===== src/design/cbmf_pkg.sv =====
// Shared types and constants of the CAN byte mask match filter.
`default_nettype none
package cbmf_pkg;

   localparam int RULES_DEFAULT = 16;
   localparam int RULE_INDEX_W  = 6;

   localparam logic [1:0] MODE_ADD   = 2'd0;
   localparam logic [1:0] MODE_FRAME = 2'd1;
   localparam logic [1:0] MODE_CLEAR = 2'd2;

   typedef struct packed {
      logic [1:0]  mode;
      logic [28:0] can_id;
      logic [3:0]  length;
      logic [63:0] payload;
      logic [2:0]  rule_byte;
      logic [7:0]  rule_mask;
      logic [7:0]  rule_cond;
   } req_type;

   typedef struct packed {
      logic                    status;
      logic                    match;
      logic [RULE_INDEX_W-1:0] rule_index;
   } rsp_type;

   typedef struct packed {
      logic [28:0] can_id;
      logic [2:0]  byte_sel;
      logic [7:0]  mask;
      logic [7:0]  cond;
   } rule_type;

   typedef enum logic [1:0] {
      ST_IDLE,
      ST_DISPATCH,
      ST_SCAN
   } state_type;

endpackage
`default_nettype wire


===== src/design/cbmf_rule_mem.sv =====
// Rule table: one write port, one registered read port.
`default_nettype none
module cbmf_rule_mem #(
   parameter int RULES = cbmf_pkg::RULES_DEFAULT
) (
   input  wire logic                                     clock,
   input  wire logic                                     wr_en,
   input  wire logic [(RULES > 1 ? $clog2(RULES) : 1)-1:0] wr_addr,
   input  wire cbmf_pkg::rule_type                       wr_data,
   input  wire logic                                     rd_en,
   input  wire logic [(RULES > 1 ? $clog2(RULES) : 1)-1:0] rd_addr,
   output cbmf_pkg::rule_type                            rd_data
);
   import cbmf_pkg::*;

   rule_type mem_ff [RULES];
   rule_type rd_data_ff;

   always_ff @(posedge clock) begin
      if (wr_en) begin
         mem_ff[wr_addr] <= wr_data;
      end
   end

   always_ff @(posedge clock) begin
      if (rd_en) begin
         rd_data_ff <= mem_ff[rd_addr];
      end
   end

   assign rd_data = rd_data_ff;

endmodule
`default_nettype wire


===== src/design/cbmf_scan_ctrl.sv =====
// Command sequencer: rule append, table clear and in-order rule scan.
`default_nettype none
module cbmf_scan_ctrl #(
   parameter int RULES = cbmf_pkg::RULES_DEFAULT
) (
   input  wire logic                                     clock,
   input  wire logic                                     reset,
   input  wire logic                                     start,
   input  wire cbmf_pkg::req_type                        req_data,
   output logic                                          busy,
   output logic                                          rsp_valid,
   output cbmf_pkg::rsp_type                             rsp_data,
   output logic                                          wr_en,
   output logic [(RULES > 1 ? $clog2(RULES) : 1)-1:0]    wr_addr,
   output cbmf_pkg::rule_type                            wr_data,
   output logic                                          rd_en,
   output logic [(RULES > 1 ? $clog2(RULES) : 1)-1:0]    rd_addr,
   input  wire cbmf_pkg::rule_type                       rd_data
);
   import cbmf_pkg::*;

   localparam int IDX_W = (RULES > 1) ? $clog2(RULES) : 1;
   localparam int CNT_W = $clog2(RULES + 1);

   state_type        state_ff, state_in;
   req_type          req_ff;
   logic [CNT_W-1:0] count_ff, count_in;
   logic [IDX_W-1:0] scan_idx_ff, scan_idx_in;
   logic             rsp_valid_ff, rsp_valid_in;
   rsp_type          rsp_ff, rsp_in;

   logic             accept;
   logic             table_full;
   logic             table_empty;
   logic [7:0]       sel_byte;
   logic             rule_hit;
   logic [CNT_W-1:0] scan_cnt;
   logic             scan_last;

   assign accept      = start && (state_ff == ST_IDLE);
   assign table_full  = (count_ff == CNT_W'(RULES));
   assign table_empty = (count_ff == '0);

   // Rule test against the latched frame, on the entry read last cycle.
   assign sel_byte  = req_ff.payload[{rd_data.byte_sel, 3'b000} +: 8];
   assign rule_hit  = (rd_data.can_id == req_ff.can_id)
                   && ({1'b0, rd_data.byte_sel} < req_ff.length)
                   && ((sel_byte & rd_data.mask) == rd_data.cond);
   assign scan_cnt  = CNT_W'(scan_idx_ff) + CNT_W'(1);
   assign scan_last = (scan_cnt == count_ff);

   always_comb begin
      state_in = state_ff;
      case (state_ff)
         ST_IDLE: begin
            if (accept) begin
               state_in = ST_DISPATCH;
            end
         end
         ST_DISPATCH: begin
            if (req_ff.mode == MODE_FRAME && !table_empty) begin
               state_in = ST_SCAN;
            end else begin
               state_in = ST_IDLE;
            end
         end
         ST_SCAN: begin
            if (rule_hit || scan_last) begin
               state_in = ST_IDLE;
            end
         end
         default: state_in = ST_IDLE;
      endcase
   end

   always_comb begin
      wr_en        = 1'b0;
      wr_addr      = count_ff[IDX_W-1:0];
      wr_data      = '{can_id:   req_ff.can_id,
                       byte_sel: req_ff.rule_byte,
                       mask:     req_ff.rule_mask,
                       cond:     req_ff.rule_cond};
      rd_en        = 1'b0;
      rd_addr      = '0;
      count_in     = count_ff;
      scan_idx_in  = scan_idx_ff;
      rsp_valid_in = 1'b0;
      rsp_in       = '0;
      case (state_ff)
         ST_DISPATCH: begin
            case (req_ff.mode)
               MODE_ADD: begin
                  rsp_valid_in = 1'b1;
                  if (table_full) begin
                     rsp_in.status = 1'b1;
                  end else begin
                     wr_en             = 1'b1;
                     rsp_in.rule_index = RULE_INDEX_W'(count_ff);
                     count_in          = count_ff + CNT_W'(1);
                  end
               end
               MODE_FRAME: begin
                  // prefetch rule 0; an empty table misses at once
                  rd_en        = 1'b1;
                  scan_idx_in  = '0;
                  rsp_valid_in = table_empty;
               end
               MODE_CLEAR: begin
                  count_in     = '0;
                  rsp_valid_in = 1'b1;
               end
               default: rsp_valid_in = 1'b1;
            endcase
         end
         ST_SCAN: begin
            if (rule_hit) begin
               rsp_valid_in      = 1'b1;
               rsp_in.match      = 1'b1;
               rsp_in.rule_index = RULE_INDEX_W'(scan_idx_ff);
            end else if (scan_last) begin
               rsp_valid_in = 1'b1;
            end else begin
               // advance: fetch the next rule while this one is tested
               rd_en       = 1'b1;
               rd_addr     = scan_idx_ff + IDX_W'(1);
               scan_idx_in = rd_addr;
            end
         end
         default: ;
      endcase
   end

   always_ff @(posedge clock) begin
      if (reset) begin
         state_ff     <= ST_IDLE;
         count_ff     <= '0;
         rsp_valid_ff <= 1'b0;
      end else begin
         state_ff     <= state_in;
         count_ff     <= count_in;
         rsp_valid_ff <= rsp_valid_in;
      end
   end

   always_ff @(posedge clock) begin
      if (accept) begin
         req_ff <= req_data;
      end
      scan_idx_ff <= scan_idx_in;
      rsp_ff      <= rsp_in;
   end

   assign busy      = (state_ff != ST_IDLE);
   assign rsp_valid = rsp_valid_ff;
   assign rsp_data  = rsp_ff;

endmodule
`default_nettype wire


===== src/design/can_byte_mask_match_filter_unit.sv =====
// Top level of the CAN byte mask match filter.
// A command is taken when start is high and busy is low. Adding a rule, clearing the table
// or an unused mode strobes its result from a register set in the dispatch state. A frame
// scans the stored rules in order, one rule per cycle through the single read port of the
// rule memory, up to RULES of them, and strobes once a rule hits or the last one misses;
// an empty table strobes from the dispatch state. rsp_valid is high for one cycle and
// cannot be held off; busy is already low in that cycle, so the next command may start.
`default_nettype none
module can_byte_mask_match_filter_unit #(
   parameter int RULES = cbmf_pkg::RULES_DEFAULT
) (
   input  wire logic              clock,
   input  wire logic              reset,
   input  wire logic              start,
   input  wire cbmf_pkg::req_type req_data,
   output logic                   busy,
   output logic                   rsp_valid,
   output cbmf_pkg::rsp_type      rsp_data
);
   import cbmf_pkg::*;

   localparam int IDX_W = (RULES > 1) ? $clog2(RULES) : 1;

   logic             wr_en;
   logic [IDX_W-1:0] wr_addr;
   rule_type         wr_data;
   logic             rd_en;
   logic [IDX_W-1:0] rd_addr;
   rule_type         rd_data;

   cbmf_scan_ctrl #(.RULES(RULES)) u_ctrl (
      .clock     (clock),
      .reset     (reset),
      .start     (start),
      .req_data  (req_data),
      .busy      (busy),
      .rsp_valid (rsp_valid),
      .rsp_data  (rsp_data),
      .wr_en     (wr_en),
      .wr_addr   (wr_addr),
      .wr_data   (wr_data),
      .rd_en     (rd_en),
      .rd_addr   (rd_addr),
      .rd_data   (rd_data)
   );

   cbmf_rule_mem #(.RULES(RULES)) u_mem (
      .clock   (clock),
      .wr_en   (wr_en),
      .wr_addr (wr_addr),
      .wr_data (wr_data),
      .rd_en   (rd_en),
      .rd_addr (rd_addr),
      .rd_data (rd_data)
   );

endmodule
`default_nettype wire


===== config.mk =====
export PLATFORM = sky130hd
export DESIGN_NAME = can_byte_mask_match_filter_unit
export DESIGN_NICKNAME = d
export VERILOG_FILES = /design/src/design/cbmf_pkg.sv /design/src/design/cbmf_rule_mem.sv /design/src/design/cbmf_scan_ctrl.sv /design/src/design/can_byte_mask_match_filter_unit.sv
export SDC_FILE = /design/constraint.sdc
export NUM_CORES = 1
export LEC_CHECK = 0
export ABC_AREA = 1
export ABC_CLOCK_PERIOD_IN_PS = 7900
export BUFFER_PORTS_ARGS = -buffer_cell sky130_fd_sc_hd__clkbuf_2
export CORE_UTILIZATION = 30
export DETAILED_ROUTE_END_ITERATION = 10
export GPL_TIMING_DRIVEN = 0
export HOLD_SLACK_MARGIN = 0.12
export PLACE_DENSITY = 0.51
export RECOVER_POWER = 25
export SKIP_LAST_GASP = 1
export SLEW_MARGIN = 20
export SYNTH_ARGS = -nofsm -noshare
export SYNTH_HDL_FRONTEND = slang
export SYNTH_SLANG_ARGS = --single-unit

===== constraint.sdc =====
create_clock -name clock -period 7.9 [get_ports clock]
set_input_delay 0.395 -clock clock [delete_from_list [all_inputs] [get_ports clock]]
set_output_delay 0.395 -clock clock [all_outputs]
set_load 0.005 [all_outputs]

After elaboration in Yosys (flattened, before gate mapping). Memory sizes are Yosys's and may differ from the RTL's. A register that Yosys moved wholly into a read port is not among the register bits. Cells that the tools add are included.

Output and inout bits: 10. Input bits: 121. Memories kept: 1. Memory bits (writable): 768. Register bits after elaboration: 138.

Memories: u_mem.mem_ff (depth 16, width 48, rd ports 1, clocked after Yosys merged registers in 1, write ports 1, RTL line cbmf_rule_mem.sv:16) `rule_type mem_ff [RULES];`.

Equality and inequality tests: 14. Shift operators: 1. Multiplexer cells: 31. Add/sub/neg operators: 3. Reductions and logical operators: 16. Order comparisons: 1. Bitwise operators: 1.

Operators with widths (number): 64-bit by 7-bit variable part select with 8-bit output (1); 29-bit equality test (1); 4-bit 2-to-1 mux (6); 1-bit 2-to-1 mux (12); 6-bit one-hot mux with 2 select lines (1); 5-bit 2-to-1 mux (2); 5-bit one-hot mux with 2 select lines (1); 8-bit AND (1); 8-bit equality test (1); 4-bit one-hot mux with 2 select lines (1); 7-bit 2-to-1 mux (1); 2-bit 2-to-1 mux (3); 6-bit 2-to-1 mux (1); 2-bit by 1-bit != test with 1-bit output (second input constant) (3); 2-bit != test (second input constant) (3); 2-bit one-hot mux with 3 select lines (1); 2-bit nonzero test (3); 4-bit by 1-bit adder with 5-bit output (second input constant) (1); 5-bit by 1-bit adder with 5-bit output (second input constant) (1); 5-bit equality test (1); 5-bit equality test (second input constant) (1); 5-bit zero test (1); 4-bit by 1-bit adder with 4-bit output (second input constant) (1); 2-bit by 1-bit equality test with 1-bit output (second input constant) (2); 10 further kinds (17).

Logic depth before layout (Yosys ltp).
Word-level depth: 7. Depth in mapped cells: 23. Gate-level depth less buffers: 19.

By module. From an unflattened synthesis, not the netlist that was laid out.

Cells, all modules: 3733. Area, all modules: 40734.1 sq um.

By module, submodules not included: cbmf_rule_mem (cells each 3165, area each 34469.3 sq um, instances 1, seq. area each 24503.5 sq um); cbmf_scan_ctrl (cells each 568, area each 6264.8 sq um, instances 1, seq. area each 3963.8 sq um).

Worst setup path before layout. OpenSTA, ideal clock, no wires.

Kind: reg2reg. Start: reg u_ctrl.state_ff[1]. End: mem u_mem.mem_ff[4][0] (netlist bit), enable pin. Setup time: 513 ps. Slack: 3063 ps. Cell stages (with the launch flop): 9. Clock period less this slack: 4837 ps. Data arrival time: 4324 ps. Cells stage by stage: dfxtp_1 > inv_1 > ha_1 > inv_1 > nor2_1 > inv_1 > nor2_1 > nand2_1 > nor3_1.

Word-level cells in the longest chain between the ends: 4.

RTL lines: start, declared (RTL line cbmf_scan_ctrl.sv:25) `state_type state_ff, state_in;`; start signal, assigned (RTL line cbmf_scan_ctrl.sv:139) `state_ff <= state_in;`; 2-bit by 1-bit equality test with 1-bit output (RTL line cbmf_scan_ctrl.sv:89) `case (state_ff)`; 1-bit 2-to-1 mux (RTL line cbmf_scan_ctrl.sv:89); 1-bit 2-to-1 mux (RTL line cbmf_rule_mem.sv:20) `if (wr_en) begin`; 1-bit 2-to-1 mux (implied by the code) (RTL line cbmf_rule_mem.sv:21) `mem_ff[wr_addr] <= wr_data;`; end, declared (RTL line cbmf_rule_mem.sv:16).

Every way passes these cells.

Worst setup path after layout.
Start: reg u_ctrl.req_ff, in the netlist u_ctrl.wr_data[27]. End: reg, netlist name u_mem.rd_data[27].

Word-level cells in the longest chain between the ends: 5.

RTL lines: start, declared (RTL line cbmf_scan_ctrl.sv:26) `req_type req_ff;`; start signal, assigned (RTL line cbmf_scan_ctrl.sv:147) `req_ff <= req_data;`; 29-bit equality test (*) (RTL line cbmf_scan_ctrl.sv:46) `assign rule_hit = (rd_data.can_id == req_ff.can_id)`; 1-bit logical AND (*) (RTL line cbmf_scan_ctrl.sv:47) `&& ({1'b0, rd_data.byte_sel} < req_ff.length)`; 1-bit logical AND (*) (RTL line cbmf_scan_ctrl.sv:48) `&& ((sel_byte & rd_data.mask) == rd_data.cond);`; 1-bit 2-to-1 mux / 4-bit 2-to-1 mux (equally long branches) (RTL line cbmf_scan_ctrl.sv:116) `if (rule_hit) begin`; 1-bit one-hot mux with 2 select lines / 4-bit 2-to-1 mux (equally long branches) (RTL line cbmf_scan_ctrl.sv:89).

Every way passes the cells marked *; elsewhere a longest branch is shown, timed or not. A chain may end at the register's enable or synchronous reset.

==> impl_metrics.csv <==
group,metric,value,unit
synth,synth_largest_area_cell,"edfxtp_1",
die,rows,136,
synth,synth_edf_count,938,
placed_design,dpl-instance-area,0.0453,mm^2
timing,whs,0.409,ns
global_routing,grt_pass1_vias,28300,
setup_path,worstPathMaxFanout,17,
setup_path,r2r_end,"u_mem.rd_data[27]",
synth,ys_async_sr_fraction,0,%
global_routing,antenna_found_initial,6,
drt,vias,29200,
setup_path,cp_slowest_cell,"edfxtp_1",
synth,yosys-top-cells-count,"edfxtp_1, inv_1, nand2_1",
layout,seqCellArea,0.0285,mm^2
min_path,hold_end,"u_ctrl.wr_data[41]",
layout,multi_input_area,0.00953,mm^2
timing,rsz0062_at_grt,"false",
clock_network,cts_resized,0,
clock_network,post_cts_buffers,0,
global_routing,track_usage,17.6,%
setup_path,critPathMaxStageDelay,0.67,ns
timing,fin_skew,0.0280,ns
placed_design,pre_cts_ws,2.92,ns
setup_path,cp-start-kind,"flop",
clock_network,cts_root_buf,"clkbuf_16",
timing,finalSetupViolCount,0,
drt,avgViaCountPerCell,4.75,
placed_design,io_buffers,129,
setup_path,cp_cell_sequence,"xnor2_1 > nand4_1 > nor2_1 > nand2_1 > nor3_1 > nand3_2 > nand3_2 > buf_2 > buf_4 > nand2_1 > nand3_1 > nand3_1 > nand3_1 > nand2_1",
synth,synth_area_per_cell,10.8,um^2
synth,syn_nets,3974,
synth,synth_area,0.0415,mm^2
min_path,hold_start,"req_data[109]",
clock_network,cts_buffers,106,
pwr,ir_drop,0.159,mV
timing,period_share,61.9,%
timing,final-hold-violation-count,0,
run_status,status,"completed",
timing,min_period,4.89,ns
synth,syn-instance-count,3843,
layout,n_fill_cell,13400,
layout,final_cell_area,0.0500,mm^2
timing,slew_violations,0,
clock_network,cts_sinks,953,
synth,synth.yosys.seq_area_share,68.7,%
layout,area_growth,20.5,%
setup_path,r2r-start,"u_ctrl.wr_data[27]",
drt,drc,0,
setup_path,end_kind,"flop",
setup_path,critical_path_arrival,5.30,ns
clock_network,clk_latency,0.69,ns
setup_path,r2r_slack,3.01,ns
drt,drt_first_pass_iters,6,
clock_network,htree_levels,3,
die,fp.coreArea,0.137,mm^2
drt,drt-wirelength-per-cell,20.3,um
synth,yosysMostFrequentCell,"edfxtp_1",
synth,synth_seq_cells,953,
die,die_w,374,um
placed_design,gp_congestion,0.816,
clock_network,clock_tree.buffer_depth,3,
die,ios,131,
timing,max_freq,0.205,GHz
setup_path,crit_required,8.31,ns
run,cap_viol_max_count,0,
clock_network,hold_buffers,121,
synth,synth_area_leaders,"edfxtp_1, nand3_1, inv_1",
drt,drt_iter0_markers,2810,
timing,max_slew_margin,23.6,%
placed_design,dp_hpwl,86.8,mm
min_path,hold_class,"primary input to flop",
timing,worst_slew_pin_slew,1.15,ns
synth,yosysUniqueCellTypes,36,
drt,ant_nets,0,
min_path,whs_path_depth,2,
setup_path,crit_type,"flop to flop",
clock_network,clkTransAtPathRegs,0.06,ns
synth,synth-main-ff-cell,"edfxtp_1",
global_routing,grt_max_degree,91,
clock_network,cts_tree,"done",
drt,wirelength,125,mm
synth,yosysWarnings,0,
pwr,leakagePower,0.0195,uW
pwr,power_density,238,mW/mm^2
layout,drive_above_1_share,10.1,%
global_routing,grt_pass1_wl,184,mm
layout,nets,4382,
die,start_util,30.2,%
global_routing,grt_overflow,0,
synth,synth_top_area_share,67.9,%
setup_path,rr_worst_depth,14,
setup_path,crit_path_start,"u_ctrl.wr_data[27]",
timing,worst_slack,3.01,ns
die,die_y,374,um
die,dieArea,0.140,mm^2
stage by stage:
step	util (%)	power, uW	TNS [ns]	cells
after global routing	36.4	12300	0	6139
final	36.4	11900	0	6139
after detailed placement	33.0	6990	0	5816
after floorplan	-	6500	0	3843
after global placement	32.3	6980	-93.11	5766
after CTS	36.4	12000	0	6138
worst max-delay path, delay by kind of cell, from the launching register on:
kind	cells	cell delay, ns
buffers and inverters	2	0.84
and+or+nand+nor	11	2.58
DFF	1	0.67
xor gates and xnor gates	1	0.48
layout by cell type, fill, tap and decap left out, types with 19 or more instances in the layout:
cell type / instances
buf_2: 71
nor2_1: 428
buf_12: 19
edfxtp_1: 938
nand3_1: 520
inv_1: 641
clkbuf_16: 108
nand4_1: 351
nand2_1: 594
buf_1: 46
clkbuf_2: 109
clkbuf_1: 143
clkinv_1: 26
buf_4: 44
dlygate4sd3_1: 121
xnor2_1: 32
layout make-up:
type | count | share of cell area [%]
Timing Repair Buffer | 300 | 5.33
Clock inverter | 61 | 1.25
Buffer | 243 | 2.32
Clock buffer | 140 | 5.69
Sequential cell | 953 | 57.0
Multi-Input combinational cell | 2001 | 19.1
Antenna cell | 1 | 0.00501
Tap cell | 1794 | 4.49
Inverter | 646 | 4.88
flip-flops by register name, indices dropped and copies added, names as in the netlist:
| signal | count |
|---|---|
| u_ctrl.scan_idx_ff | 4 |
| u_mem.rd_data | 48 |
| u_ctrl.rsp_data | 7 |
| u_ctrl.req_ff | 70 |
| u_ctrl.state_ff | 2 |
| u_ctrl.wr_data | 48 |
| u_ctrl.rsp_valid | 1 |
| u_ctrl.count_ff | 5 |
| u_mem.mem_ff | 768 |
how the worst max path moves through the flow:
stage,cells past startpoint,slack [ns],endpoint
after floorplan,8,3.06,u_mem.mem_ff[4][0]
after global placement,8,-1.15,u_mem.mem_ff[8][25]
after detailed placement,14,2.92,u_mem.rd_data[27]
after CTS,14,2.90,u_mem.rd_data[27]
after global routing,14,2.88,u_mem.rd_data[27]
final,14,3.01,u_mem.rd_data[27]
report_power, final:
| group | internal (uW) | total [uW] | switching [uW] |
|---|---|---|---|
| logic | 320 | 1050 | 727 |
| clock network | 2920 | 4990 | 2070 |
| registers | 5730 | 5880 | 146 |
kinds of logic (layout without fill, tap and decap cells):
| group | Yosys count | after routing | synth area share, % |
|---|---|---|---|
| AOI/OAI and AO/OA | 34 | 34 | 0.444 |
| xor gates and xnor gates | 33 | 33 | 0.697 |
| adders and majority gates | 10 | 10 | 0.302 |
| buffers and inverters | 889 | 1390 | 8.65 |
| DFF | 953 | 953 | 68.7 |
| other | 1 | 2 | 0.00904 |
| and+or+nand+nor | 1923 | 1923 | 21.2 |
layer usage:
metal  GRT usage (%)  vias up  wire length (um)
li1                -    13900                 -
met1            24.0    14200             54500
met2            29.0      943             59600
met3            2.60      176              8070
met4            5.13        0              2720
met5               0        -                 0
No activity file was read; power rests on OpenSTA's default activity.
